File: src/rtl/core/ccfu_pkg.sv
package ccfu_pkg;

   // Input item of one control-flow instruction.
   typedef struct packed {
      logic [7:0]  opcode;
      logic [15:0] pc_in;
      logic [15:0] sp_in;
      logic [7:0]  imm_lo;
      logic [7:0]  imm_hi;
      logic        zero_flag;
      logic        carry_flag;
      logic [15:0] hl_value;
      logic [7:0]  stack_lo;
      logic [7:0]  stack_hi;
   } ccfu_req_type;

   // Result of one instruction.
   typedef struct packed {
      logic [15:0] pc_out;
      logic [15:0] sp_out;
      logic        push_enable;
      logic [7:0]  push_hi;
      logic [7:0]  push_lo;
      logic        branch_taken;
      logic        ime_set;
      logic [2:0]  cycles;
      logic        illegal;
   } ccfu_rsp_type;

   // Opcodes.
   localparam logic [7:0] OP_JR      = 8'h18;
   localparam logic [7:0] OP_JR_NZ   = 8'h20;
   localparam logic [7:0] OP_JR_Z    = 8'h28;
   localparam logic [7:0] OP_JR_NC   = 8'h30;
   localparam logic [7:0] OP_JR_C    = 8'h38;
   localparam logic [7:0] OP_JP      = 8'hC3;
   localparam logic [7:0] OP_JP_NZ   = 8'hC2;
   localparam logic [7:0] OP_JP_Z    = 8'hCA;
   localparam logic [7:0] OP_JP_NC   = 8'hD2;
   localparam logic [7:0] OP_JP_C    = 8'hDA;
   localparam logic [7:0] OP_JP_HL   = 8'hE9;
   localparam logic [7:0] OP_CALL    = 8'hCD;
   localparam logic [7:0] OP_CALL_NZ = 8'hC4;
   localparam logic [7:0] OP_CALL_Z  = 8'hCC;
   localparam logic [7:0] OP_CALL_NC = 8'hD4;
   localparam logic [7:0] OP_CALL_C  = 8'hDC;
   localparam logic [7:0] OP_RET     = 8'hC9;
   localparam logic [7:0] OP_RETI    = 8'hD9;
   localparam logic [7:0] OP_RET_NZ  = 8'hC0;
   localparam logic [7:0] OP_RET_Z   = 8'hC8;
   localparam logic [7:0] OP_RET_NC  = 8'hD0;
   localparam logic [7:0] OP_RET_C   = 8'hD8;

   // RST opcodes match 11xxx111; bits 5..3 give the vector.
   localparam logic [7:0] RST_MASK     = 8'hC7;
   localparam logic [7:0] RST_VEC_MASK = 8'h38;

   // Condition codes in opcode bits 4..3.
   localparam logic [1:0] COND_NZ = 2'd0;
   localparam logic [1:0] COND_Z  = 2'd1;
   localparam logic [1:0] COND_NC = 2'd2;
   localparam logic [1:0] COND_C  = 2'd3;

   // Machine cycle counts.
   localparam logic [2:0] CYC_NONE       = 3'd0;
   localparam logic [2:0] CYC_JP_HL      = 3'd1;
   localparam logic [2:0] CYC_SHORT      = 3'd2;
   localparam logic [2:0] CYC_JR_TAKEN   = 3'd3;
   localparam logic [2:0] CYC_SKIP_IMM16 = 3'd3;
   localparam logic [2:0] CYC_JP_TAKEN   = 3'd4;
   localparam logic [2:0] CYC_RET        = 3'd4;
   localparam logic [2:0] CYC_RST        = 3'd4;
   localparam logic [2:0] CYC_RET_TAKEN  = 3'd5;
   localparam logic [2:0] CYC_CALL_TAKEN = 3'd6;

endpackage

File: src/rtl/core/cpu_control_flow_unit.sv
// Control-flow execute unit: JR, JP, CALL, RET, RETI and RST.
// Structure: the input register (req_ff) loads on a start transfer, and the result register
// (rsp_ff) captures the decoded result and drives the result strobe and result item.
// Throughput: one instruction per cycle; busy never asserts and the receiver cannot stall.
// Reset (synchronous, active high) clears both valid bits; no result is
// strobed until a new transfer has passed through.
module cpu_control_flow_unit (
   input  logic                  clock,
   input  logic                  reset,
   input  logic                  start,
   output logic                  busy,
   input  ccfu_pkg::ccfu_req_type req_item,
   output logic                  rsp_strobe,
   output ccfu_pkg::ccfu_rsp_type rsp_item
);

   ccfu_pkg::ccfu_req_type req_ff;
   logic                   req_valid_ff;
   ccfu_pkg::ccfu_rsp_type rsp_ff;
   ccfu_pkg::ccfu_rsp_type rsp_in;
   logic                   rsp_valid_ff;

   logic        cond;
   logic        go;
   logic [15:0] pc_plus1;
   logic [15:0] pc_plus2;
   logic [15:0] sp_plus2;
   logic [15:0] sp_minus2;
   logic [15:0] imm16;
   logic [15:0] popped;
   logic [15:0] jr_offset;
   logic [7:0]  op;

   assign busy = 1'b0;

   // Input register.
   always_ff @(posedge clock) begin
      if (reset) begin
         req_valid_ff <= 1'b0;
      end else begin
         req_valid_ff <= start;
      end
      if (start) begin
         req_ff <= req_item;
      end
   end

   // Shared address arithmetic.
   assign op        = req_ff.opcode;
   assign pc_plus1  = req_ff.pc_in + 16'd1;
   assign pc_plus2  = req_ff.pc_in + 16'd2;
   assign sp_plus2  = req_ff.sp_in + 16'd2;
   assign sp_minus2 = req_ff.sp_in - 16'd2;
   assign imm16     = {req_ff.imm_hi, req_ff.imm_lo};
   assign popped    = {req_ff.stack_hi, req_ff.stack_lo};
   assign jr_offset = {{8{req_ff.imm_lo[7]}}, req_ff.imm_lo};

   // Condition select from the opcode.
   always_comb begin
      case (op[4:3])
         ccfu_pkg::COND_NZ: cond = !req_ff.zero_flag;
         ccfu_pkg::COND_Z:  cond = req_ff.zero_flag;
         ccfu_pkg::COND_NC: cond = !req_ff.carry_flag;
         ccfu_pkg::COND_C:  cond = req_ff.carry_flag;
         default:           cond = 1'b0;
      endcase
   end

   // Unconditional forms always branch.
   assign go = cond || (op == ccfu_pkg::OP_JR) || (op == ccfu_pkg::OP_JP)
            || (op == ccfu_pkg::OP_CALL);

   // Instruction decode and result formation.
   always_comb begin
      rsp_in              = '0;
      rsp_in.pc_out       = req_ff.pc_in;
      rsp_in.sp_out       = req_ff.sp_in;
      case (op)
         ccfu_pkg::OP_JR, ccfu_pkg::OP_JR_NZ, ccfu_pkg::OP_JR_Z,
         ccfu_pkg::OP_JR_NC, ccfu_pkg::OP_JR_C: begin
            rsp_in.pc_out       = go ? pc_plus1 + jr_offset : pc_plus1;
            rsp_in.branch_taken = go;
            rsp_in.cycles       = go ? ccfu_pkg::CYC_JR_TAKEN : ccfu_pkg::CYC_SHORT;
         end
         ccfu_pkg::OP_JP, ccfu_pkg::OP_JP_NZ, ccfu_pkg::OP_JP_Z,
         ccfu_pkg::OP_JP_NC, ccfu_pkg::OP_JP_C: begin
            rsp_in.pc_out       = go ? imm16 : pc_plus2;
            rsp_in.branch_taken = go;
            rsp_in.cycles       = go ? ccfu_pkg::CYC_JP_TAKEN : ccfu_pkg::CYC_SKIP_IMM16;
         end
         ccfu_pkg::OP_JP_HL: begin
            rsp_in.pc_out       = req_ff.hl_value;
            rsp_in.branch_taken = 1'b1;
            rsp_in.cycles       = ccfu_pkg::CYC_JP_HL;
         end
         ccfu_pkg::OP_CALL, ccfu_pkg::OP_CALL_NZ, ccfu_pkg::OP_CALL_Z,
         ccfu_pkg::OP_CALL_NC, ccfu_pkg::OP_CALL_C: begin
            rsp_in.pc_out       = go ? imm16 : pc_plus2;
            rsp_in.branch_taken = go;
            rsp_in.cycles       = go ? ccfu_pkg::CYC_CALL_TAKEN : ccfu_pkg::CYC_SKIP_IMM16;
            if (go) begin
               rsp_in.sp_out      = sp_minus2;
               rsp_in.push_enable = 1'b1;
               rsp_in.push_hi     = pc_plus2[15:8];
               rsp_in.push_lo     = pc_plus2[7:0];
            end
         end
         ccfu_pkg::OP_RET, ccfu_pkg::OP_RETI: begin
            rsp_in.pc_out       = popped;
            rsp_in.sp_out       = sp_plus2;
            rsp_in.branch_taken = 1'b1;
            rsp_in.ime_set      = (op == ccfu_pkg::OP_RETI);
            rsp_in.cycles       = ccfu_pkg::CYC_RET;
         end
         ccfu_pkg::OP_RET_NZ, ccfu_pkg::OP_RET_Z, ccfu_pkg::OP_RET_NC,
         ccfu_pkg::OP_RET_C: begin
            if (cond) begin
               rsp_in.pc_out = popped;
               rsp_in.sp_out = sp_plus2;
            end
            rsp_in.branch_taken = cond;
            rsp_in.cycles       = cond ? ccfu_pkg::CYC_RET_TAKEN : ccfu_pkg::CYC_SHORT;
         end
         default: begin
            if ((op & ccfu_pkg::RST_MASK) == ccfu_pkg::RST_MASK) begin
               // Restart: push the current PC and jump to the fixed vector.
               rsp_in.pc_out       = {8'h00, op & ccfu_pkg::RST_VEC_MASK};
               rsp_in.sp_out       = sp_minus2;
               rsp_in.push_enable  = 1'b1;
               rsp_in.push_hi      = req_ff.pc_in[15:8];
               rsp_in.push_lo      = req_ff.pc_in[7:0];
               rsp_in.branch_taken = 1'b1;
               rsp_in.cycles       = ccfu_pkg::CYC_RST;
            end else begin
               rsp_in.cycles  = ccfu_pkg::CYC_NONE;
               rsp_in.illegal = 1'b1;
            end
         end
      endcase
   end

   // Result register.
   always_ff @(posedge clock) begin
      if (reset) begin
         rsp_valid_ff <= 1'b0;
      end else begin
         rsp_valid_ff <= req_valid_ff;
      end
      if (req_valid_ff) begin
         rsp_ff <= rsp_in;
      end
   end

   assign rsp_strobe = rsp_valid_ff;
   assign rsp_item   = rsp_ff;

endmodule

File: config.mk
export PLATFORM = sky130hd
export DESIGN_NAME = cpu_control_flow_unit
export DESIGN_NICKNAME = d
export VERILOG_FILES = /design/src/rtl/core/ccfu_pkg.sv /design/src/rtl/core/cpu_control_flow_unit.sv
export SDC_FILE = /design/constraint.sdc
export NUM_CORES = 1
export LEC_CHECK = 0
export BUFFER_PORTS_ARGS = -buffer_cell sky130_fd_sc_hd__buf_2
export CAP_MARGIN = 15
export CORE_ASPECT_RATIO = 1.4
export CORE_MARGIN = 4
export CORE_UTILIZATION = 50
export DETAILED_ROUTE_END_ITERATION = 7
export PLACE_DENSITY = 0.76
export SYNTH_ARGS = -nofsm -noshare
export SYNTH_HDL_FRONTEND = slang
export SYNTH_SLANG_ARGS = --single-unit
File: constraint.sdc
create_clock -name clock -period 4.1 [get_ports clock]
set_input_delay 0.615 -clock clock [delete_from_list [all_inputs] [get_ports clock]]
set_output_delay 0.615 -clock clock [all_outputs]
set_load 0.02 [all_outputs]
==> out/results.ini, run 1 <==
[finish]
finalNetCount = 972
diodes = 0
stdcell_area_sq_um = 9400
area_delta_synth_final_pct = 18.9
layout.cells.most_common_list = buf_2, edfxtp_1, nand2_1
drive_above_1_share = 0.242
layout.cells.most_common = buf_2

[global_route]
grt_pass1_wl_um = 33000
grt_max_degree = 77
grt_pass1_vias = 6397
grt_use_total = 0.239
antenna_found_initial = 0
grt-ovfl-total = 0

[placed_design]
place_hpwl_um = 14800
dpl_cell_area_sq_um = 8860
gp_congestion = 0.976
portBuffers = 148

[cts]
clk_pin_slew_ns = 0.06
worstSkewPairLatency_ns = 0.43
cts_root_buf = clkbuf_16
clock_path_buffers = 2
clock-sinks = 147
numCtsBuffers = 17
cts-htree-levels = 4
cts_tree = built

[sta]
skew_ns = 0.00769
slew_violations = 0
setup_viol = 0
tightestPinTransition_ns = 0.988
fmax_ghz = 0.258
period_minus_slack_ns = 3.87
post-route-period-util = 0.945
grt_setup_unrepaired = no
relSlewSlack = 0.341
setup_tns_ns = 0
finalHoldViolCount = 0

[yosys]
synth_nets = 834
netlist_instances = 718
ys_seq_area_frac = 0.556
ys_warn_count = 0
synth_cell_type_count = 70
syn_area_per_cell_sq_um = 11.0
syn_area_sq_um = 7900
synth-seq-cells = 147
synth_edf_count = 145
async_reset_ff_frac = 0
synth_ff_type = edfxtp_1

[floorplan]
die_w_um = 114
start_util = 0.509
core_sq_um = 15500
io_pins = 150
row_count = 54
die_y_um = 157
dieArea_sq_um = 17900

[drt]
drt-pass1-iter-count = 6
ant_nets = 0
vias = 6499
drt_iter0_drc = 677
via_per_inst = 6.10
wirelength_um = 21100
avgRoutedWirePerCell_um = 19.8
drc = 0

[run_status]
status = finished, final reports clean

[worst_setup_path]
cp-end-kind = flop
start_kind = flop
cp.required_ns = 4.27
cp.arrival_ns = 4.04
path_class = reg -> reg
crit_fanout = 7

[hold_path]
hold_class = in -> reg

[power_and_ir_drop]
p_per_area_nw_per_um2 = 419
p_leak_nw = 3.55
ir_worst_vdd_v = 0.000319

[job]
maxCapViolCount = 0

-- worst paths after layout --
check / from / to / slack [ns] / cells past startpoint
worst max-delay path: req_ff[67] / rsp_item[54] / 0.23 / 13
worst min-delay path: reset / req_valid_ff / 0.35 / 2
worst max register to register: req_ff[67] / rsp_item[54] / 0.23 / 13
worst min register to register: req_ff[50] / rsp_item[23] / 0.42 / 0
-- worst max-delay path, stage by stage (launching register included) --
cell	delay (ns)
edfxtp_1	0.40
ha_1	0.26
and3_1	0.23
and4_1	0.36
nand3_1	0.16
xnor2_2	0.24
ha_1	0.31
a21o_1	0.20
a21oi_1	0.20
nor3b_1	0.28
a21oi_1	0.16
o311ai_1	0.35
nor3_1	0.08
or3_1	0.39
-- power breakdown --
part | switching [mW] | total [mW] | internal [mW]
combinational | 0.399 | 0.654 | 0.255
sequential | 0.101 | 1.89 | 1.79
clock | 0.606 | 1.39 | 0.786
-- cell usage after synthesis (4+ instances only) --
cell type,n,area (sq um)
mux2i_1,6,60.1
a31oi_1,8,50.1
a222oi_1,5,50.1
o21ai_1,34,170
o211ai_1,14,105
or3_1,9,56.3
nand3_1,21,105
a21o_1,8,60.1
nand2b_1,5,31.3
a22oi_1,6,45.0
nor2_1,43,161
nand4_1,6,37.5
and3_1,12,75.1
and2_1,5,31.3
clkbuf_1,39,146
a221oi_1,4,35.0
o22ai_1,5,31.3
inv_1,13,48.8
a21oi_1,43,215
a22o_1,7,61.3
a211oi_1,12,90.1
o21ai_0,18,90.1
edfxtp_1,145,4350
a211o_1,4,35.0
xnor2_1,24,210
buf_2,6,30.0
nor2b_1,6,37.5
ha_1,22,275
nand2_1,82,308
a2111oi_0,5,43.8
nor3_1,23,115
a221o_1,4,40.0
xor2_1,17,149
-- layer usage --
layer / vias to the layer above / global-route usage / wire length, um
met3: 58 / 0.0456 / 1820
met5: - / 0 / 0
li1: 3014 / - / -
met2: 359 / 0.422 / 11000
met4: 0 / 0.107 / 635
met1: 3068 / 0.282 / 7620
-- what timing repair did --
item | 4_1_cts | 5_1_grt
resized for setup | 0 | 2
setup buffers | 0 | 0
endpoints found under the setup margin | 0 | 1
hold buffers | 0 | 0
-- cell families after synthesis --
logic type               share of synthesized area
other                                     0.000474
adder cells (fa/ha/maj)                     0.0374
AND/OR/NAND/NOR                              0.147
buffers and inverters                       0.0304
flip-flops                                   0.556
multiplexers                                0.0104
XOR/XNOR                                    0.0475
AO/OA/AOI/OAI                                0.171
-- through the flow --
| step | setup WS (ns) | hold slack [ns] | cells | total power [mW] | utilization |
|---|---|---|---|---|---|
| floorplan | 0.285 | 0.400 | 718 | 2.33 | - |
| global placement | 0.343 | 0.403 | 1033 | 2.55 | 0.570 |
| detailed placement | 0.193 | 0.407 | 1033 | 2.56 | 0.570 |
| CTS | 0.162 | 0.340 | 1065 | 3.95 | 0.604 |
| global route | 0.0448 | 0.346 | 1065 | 4.10 | 0.605 |
| finish | 0.227 | 0.350 | 1065 | 3.94 | 0.605 |
-- state kept, by name, indices dropped and copies added (netlist names) --
name / flops
rsp_strobe: 1
op: 8
popped: 16
req_ff: 50
req_valid_ff: 1
imm16: 16
rsp_item: 55
-- cell type report --
cell class	instances	area, sq um
Inverter	14	52.6
Timing Repair Buffer	166	878
Multi-Input combinational cell	510	3290
Clock inverter	12	83.8
Tap cell	196	245
Sequential cell	147	4400
Clock buffer	20	447
Fill cell	1298	6140
(Power assumes the default switching activity.)
==> run 2: changes to the inputs <==
--- a/config.mk
+++ b/config.mk
@@ -11,6 +11,7 @@
 export CORE_MARGIN = 4
 export CORE_UTILIZATION = 50
 export DETAILED_ROUTE_END_ITERATION = 7
+export GPL_TIMING_DRIVEN = 0
 export PLACE_DENSITY = 0.76
 export SYNTH_ARGS = -nofsm -noshare
 export SYNTH_HDL_FRONTEND = slang
==> out/results.ini, run 2 (synthesis results as in run 1) <==
[finish]
largest_reg_flops = 55  ; unchanged
diodes = 0  ; unchanged
seqCellArea_sq_um = 4400  ; unchanged
layout.cells.most_common_list = buf_2, edfxtp_1, nand2_1
multi_input_area_sq_um = 3310  ; +0.65%
area_delta_synth_final_pct = 21.4
drive_above_1_share = 0.235  ; -0.00662
finalNetCount = 1005  ; +3.4%
layout.cells.most_common = buf_2
n_fill_cell = 1331  ; +2.5%

[sta]
setup_tns_ns = 0  ; unchanged
tightestPinTransition_ns = 0.881  ; -0.106 ns
skew_ns = 0.00667  ; -0.00102 ns
relSlewSlack = 0.407  ; +0.0655
fmax_ghz = 0.257  ; -0.43%
setup_viol = 0  ; unchanged
post-route-period-util = 0.949  ; +0.00410
period_minus_slack_ns = 3.89  ; +0.0168 ns
finalHoldViolCount = 0  ; unchanged
grt_setup_unrepaired = no
setup_ws_ns = 0.210  ; -0.0168 ns
slew_violations = 0  ; unchanged

[power_and_ir_drop]
power_frac_comb = 0.173  ; +0.007
switching_share = 0.280  ; about the same
p_sw_mw = 1.15  ; +4.2%
clkPwrFrac = 0.373  ; +0.020
p_int_mw = 2.96  ; +4.3%
power_mw = 4.11  ; +4.3%
ir_worst_vdd_v = 0.000287  ; -10%
p_leak_nw = 3.62  ; +2.1%
p_seq_frac = 0.454  ; -0.027
p_per_area_nw_per_um2 = 428  ; +2.1%

[floorplan]
dieArea_sq_um = 17900  ; unchanged
io_pins = 150  ; unchanged
core_sq_um = 15500  ; unchanged
row_count = 54  ; unchanged
start_util = 0.509  ; unchanged
die_y_um = 157  ; unchanged
die_w_um = 114  ; unchanged

[global_route]
antenna_found_initial = 0  ; unchanged
grt_use_total = 0.252  ; +0.0123
grt_pass1_vias = 6348  ; -0.77%
grt-ovfl-total = 0  ; unchanged
grt_max_degree = 59  ; -23%
grt_pass1_wl_um = 34200  ; +3.7%

[drt]
via_per_inst = 5.96  ; -2.4%
avgRoutedWirePerCell_um = 20.6  ; +4.1%
drc = 0  ; unchanged
drt_iter0_drc = 717  ; +5.9%
vias = 6542  ; +0.66%
ant_nets = 0  ; unchanged
drt-pass1-iter-count = 6  ; unchanged
wirelength_um = 22700  ; +7.3%

[worst_setup_path]
path_class = reg -> reg
cp.required_ns = 4.27  ; about the same
cp_cell_sequence = ha_1 > and3_2 > and4_2 > and4_1 > nand2_1 > xnor2_1 > ha_1 > or3_1 > o21ai_0 > a21oi_2 > o311ai_2 > nor3_1 > or3_1
cp-end-kind = flop
start_kind = flop
cp.arrival_ns = 4.06  ; +0.02 ns
crit_fanout = 7  ; unchanged
max_stage_delay_ns = 0.39  ; about the same
cpMaxStageDelayCell = edfxtp_1

[cts]
clock-sinks = 147  ; unchanged
worstSkewPairLatency_ns = 0.43  ; about the same
cts-htree-levels = 4  ; unchanged
cts_root_buf = clkbuf_16
numCtsBuffers = 17  ; unchanged
cts_tree = built
ctsHoldBuffers = 0  ; unchanged
clk_pin_slew_ns = 0.06  ; about the same
clock_path_buffers = 2  ; unchanged

[placed_design]
dp_slack_ns = -0.431  ; -0.624 ns
portBuffers = 148  ; unchanged
place_hpwl_um = 16400  ; +10%
gp_congestion = 0.934  ; -4.3%

[run_status]
status = finished, final reports clean

[hold_path]
hold_class = in -> reg

[job]
maxCapViolCount = 0  ; unchanged

==> run 2: metal layers <==
layer / wire length [um] / GRT usage / share of wire / vias to the layer above
met5: 0 / 0 / 0 / -
met4: 767 / 0.114 / 0.034 / 0
met3: 1920 / 0.0476 / 0.085 / 58
met2: 11700 / 0.444 / 0.52 / 344
met1: 8290 / 0.295 / 0.37 / 3046
li1: - / - / - / 3094
==> run 2: path summary, 6_finish.rpt <==
kind                            startpoint           end  slack [ns]  cells after the start
worst max-delay path            req_ff[67]  rsp_item[54]        0.21                     13
worst min-delay path                 reset  req_valid_ff        0.35                      2
worst max register to register  req_ff[67]  rsp_item[54]        0.21                     13
worst min register to register  req_ff[50]  rsp_item[23]        0.42                      0
==> run 2: layout make-up <==
type	instances	area share
Sequential cell	147	0.458
Multi-Input combinational cell	510	0.345
Timing Repair Buffer	154	0.0863
Clock buffer	17	0.0443
Tap cell	196	0.0256
Buffer	45	0.0189
Clock inverter	15	0.0162
Inverter	14	0.00548
==> run 2: per-stage QoR <==
stage / cell area (sq um) / std cells / utilization / hold slack (ns)
after global routing: 9600 / 1098 / 0.618 / 0.347
after global placement: 8890 / 1062 / 0.572 / 0.401
after CTS: 9560 / 1098 / 0.615 / 0.345
final: 9600 / 1098 / 0.618 / 0.351
after floorplan: 7900 / 718 / - / 0.400
after detailed placement: 8960 / 1065 / 0.576 / 0.409
==> run 2: critical path, delay by kind of cell, from the launching register on <==
family / cells / cell delay (ns)
compound gates: 3 / 0.56
xor+xnor: 1 / 0.26
fa+ha+maj: 2 / 0.60
flops: 1 / 0.39
simple gates: 7 / 1.83
==> run 2: timing repair <==
item / CTS / global route
endpoints found under the hold margin: 0 / 0
pin swaps: 0 / 1
setup buffers: 2 / 0
setup endpoints to repair: 1 / 2
gates resized for setup: 3 / 11
==> run 2: power by group through the flow <==
stage	Clock [mW]	Combinational [mW]	Sequential, mW
6_report	1.53	0.711	1.87
5_1_grt	1.61	0.772	1.88
4_1_cts	1.55	0.696	1.86
3_5_place_dp	0	0.680	1.90
3_3_place_gp	0	0.662	1.90
2_1_floorplan	0	0.396	1.93
==> run 3: changes to the inputs <==
--- a/config.mk
+++ b/config.mk
@@ -7,12 +7,11 @@
 export LEC_CHECK = 0
 export BUFFER_PORTS_ARGS = -buffer_cell sky130_fd_sc_hd__buf_2
 export CAP_MARGIN = 15
-export CORE_ASPECT_RATIO = 1.4
 export CORE_MARGIN = 4
 export CORE_UTILIZATION = 50
 export DETAILED_ROUTE_END_ITERATION = 7
 export GPL_TIMING_DRIVEN = 0
-export PLACE_DENSITY = 0.76
+export PLACE_DENSITY_LB_ADDON = 0.3
 export SYNTH_ARGS = -nofsm -noshare
 export SYNTH_HDL_FRONTEND = slang
 export SYNTH_SLANG_ARGS = --single-unit
==> out/results.ini, run 3 (synthesis results as in run 1) <==
[cts]
cts-htree-levels = 4  ; unchanged
cts_root_buf = clkbuf_16
worstSkewPairLatency_ns = 0.43  ; about the same
numCtsBuffers = 17  ; unchanged
ctsHoldBuffers = 0  ; unchanged
clock_path_buffers = 2  ; unchanged
cts_tree = built
clk_pin_slew_ns = 0.06  ; about the same
clock-sinks = 147  ; unchanged

[finish]
finalNetCount = 1005  ; unchanged
fin_cells = 1112  ; +1.3%
layout.cells.most_common = buf_2
layout.cells.most_common_list = buf_2, edfxtp_1, nand2_1
diodes = 0  ; unchanged
n_fill_cell = 1238  ; -7.0%
drive_above_1_share = 0.231  ; -0.00418
stdcell_area_sq_um = 9650  ; +0.50%
largest_reg_flops = 55  ; unchanged
area_delta_synth_final_pct = 22.0

[power_and_ir_drop]
p_leak_nw = 3.63  ; +0.29%
p_seq_frac = 0.445  ; -0.009
clkPwrFrac = 0.381  ; +0.008
power_frac_comb = 0.174  ; about the same
ir_worst_vdd_v = 0.000380  ; +33%
p_sw_mw = 1.11  ; -3.8%
switching_share = 0.265  ; -0.0152
p_int_mw = 3.07  ; +3.9%
power_mw = 4.18  ; +1.7%
p_per_area_nw_per_um2 = 433  ; +1.2%

[drt]
ant_nets = 0  ; unchanged
drt_iter0_drc = 806  ; +12%
drt-pass1-iter-count = 5  ; -1
vias = 6545  ; +0.046%
via_per_inst = 5.89  ; -1.2%
avgRoutedWirePerCell_um = 19.7  ; -4.6%
wirelength_um = 21900  ; -3.4%
drc = 0  ; unchanged

[sta]
slew_violations = 0  ; unchanged
setup_ws_ns = 0.207  ; -0.00252 ns
relSlewSlack = 0.335  ; -0.0723
skew_ns = 0.00919  ; +0.00252 ns
fmax_ghz = 0.257  ; about the same
post-route-period-util = 0.949  ; about the same
grt_setup_unrepaired = no
tightestPinTransition_ns = 0.990  ; +0.109 ns
hold_ws_ns = 0.357  ; +0.00625 ns
period_minus_slack_ns = 3.89  ; +0.00252 ns
finalHoldViolCount = 0  ; unchanged
setup_viol = 0  ; unchanged

[run_status]
status = finished, final reports clean

[global_route]
antenna_found_initial = 0  ; unchanged
grt-ovfl-total = 0  ; unchanged
grt_use_total = 0.243  ; -0.00825
grt_pass1_vias = 6193  ; -2.4%
grt_max_degree = 52  ; -12%
grt_pass1_wl_um = 33300  ; -2.7%

[worst_setup_path]
cp.arrival_ns = 4.06  ; about the same
cp_cell_sequence = buf_4 > ha_2 > and3_1 > nand3_2 > nor2_4 > nand3_1 > xnor2_1 > ha_1 > nand3_1 > nor4b_1 > a21oi_1 > a21oi_2 > o311ai_4 > and3_1 > or3_1
cpMaxStageDelayCell = ha_1
cp.required_ns = 4.27  ; about the same
path_class = reg -> reg
cp-end-kind = flop
start_kind = flop
crit_fanout = 8  ; +1
reg2reg_slack_ns = 0.21  ; about the same
max_stage_delay_ns = 0.37  ; -0.02 ns

[placed_design]
dp_slack_ns = -0.632  ; -0.201 ns
placed_cells = 1079  ; +1.3%
gp_congestion = 0.929  ; -0.54%
portBuffers = 148  ; unchanged
dpl_cell_area_sq_um = 8960  ; about the same
place_hpwl_um = 15500  ; -5.2%

[floorplan]
core_sq_um = 15400  ; -1.1%
dieArea_sq_um = 17900  ; -0.16%
die_y_um = 134  ; -15%
row_count = 45  ; -17%
io_pins = 150  ; unchanged
start_util = 0.514  ; +0.00559
die_w_um = 134  ; +17%

[job]
maxCapViolCount = 0  ; unchanged

[hold_path]
hold_class = in -> reg

run 3: cell type report:
cell class	count	area [sq um]	share of cell area
clock inverters	11	161	0.0167
plain buffers	45	181	0.0188
flip-flops and latches	147	4400	0.456
inverters	14	52.6	0.00545
repair buffers	154	821	0.0851
clock buffers	20	437	0.0453
multi-input cells	510	3330	0.346
well taps	211	264	0.0274
run 3: final timing paths:
kind              depth (start not counted)      endpoint  startpoint
setup reg to reg                         15  rsp_item[54]  req_ff[67]
hold reg to reg                           0  rsp_item[23]  req_ff[50]
hold / removal                            2  req_valid_ff       reset
setup / recovery                         15  rsp_item[54]  req_ff[67]
run 3: power by group through the flow:
stage                     registers (mW)  clock network, mW  logic (mW)
final                               1.86               1.59       0.725
after global routing                1.87               1.68       0.781
after CTS                           1.86               1.61       0.698
after detailed placement            1.89                  0       0.684
after global placement              1.90                  0       0.663
after floorplan                     1.93                  0       0.396
run 3: critical path: cells and delay by family, from the launching register on:
family / cells / cell delay [ns]
DFF: 1 / 0.36
buffers and inverters: 1 / 0.17
adders and majority gates: 2 / 0.61
and+or+nand+nor: 8 / 1.71
xor gates and xnor gates: 1 / 0.18
AOI/OAI and AO/OA: 3 / 0.60
run 3: stage by stage:
step            util  TNS, ns
6_report       0.628        0
4_1_cts        0.624        0
2_1_floorplan      -        0
5_1_grt        0.628        0
3_3_place_gp   0.580   -0.611
3_5_place_dp   0.583   -0.632
run 3: layer usage:
metal  up-vias  share of wire  global-route usage
met5         -              0                   0
met4         0          0.023              0.0983
met3        51          0.098              0.0665
met2       365           0.45               0.367
met1      3045           0.43               0.334
li1       3084              -                   -
run 3: repair_timing:
item | 4_1_cts | 5_1_grt
gates resized for setup | 4 | 12
endpoints found under the setup margin | 1 | 1
pin swaps | 1 | 1
setup buffers | 2 | 1
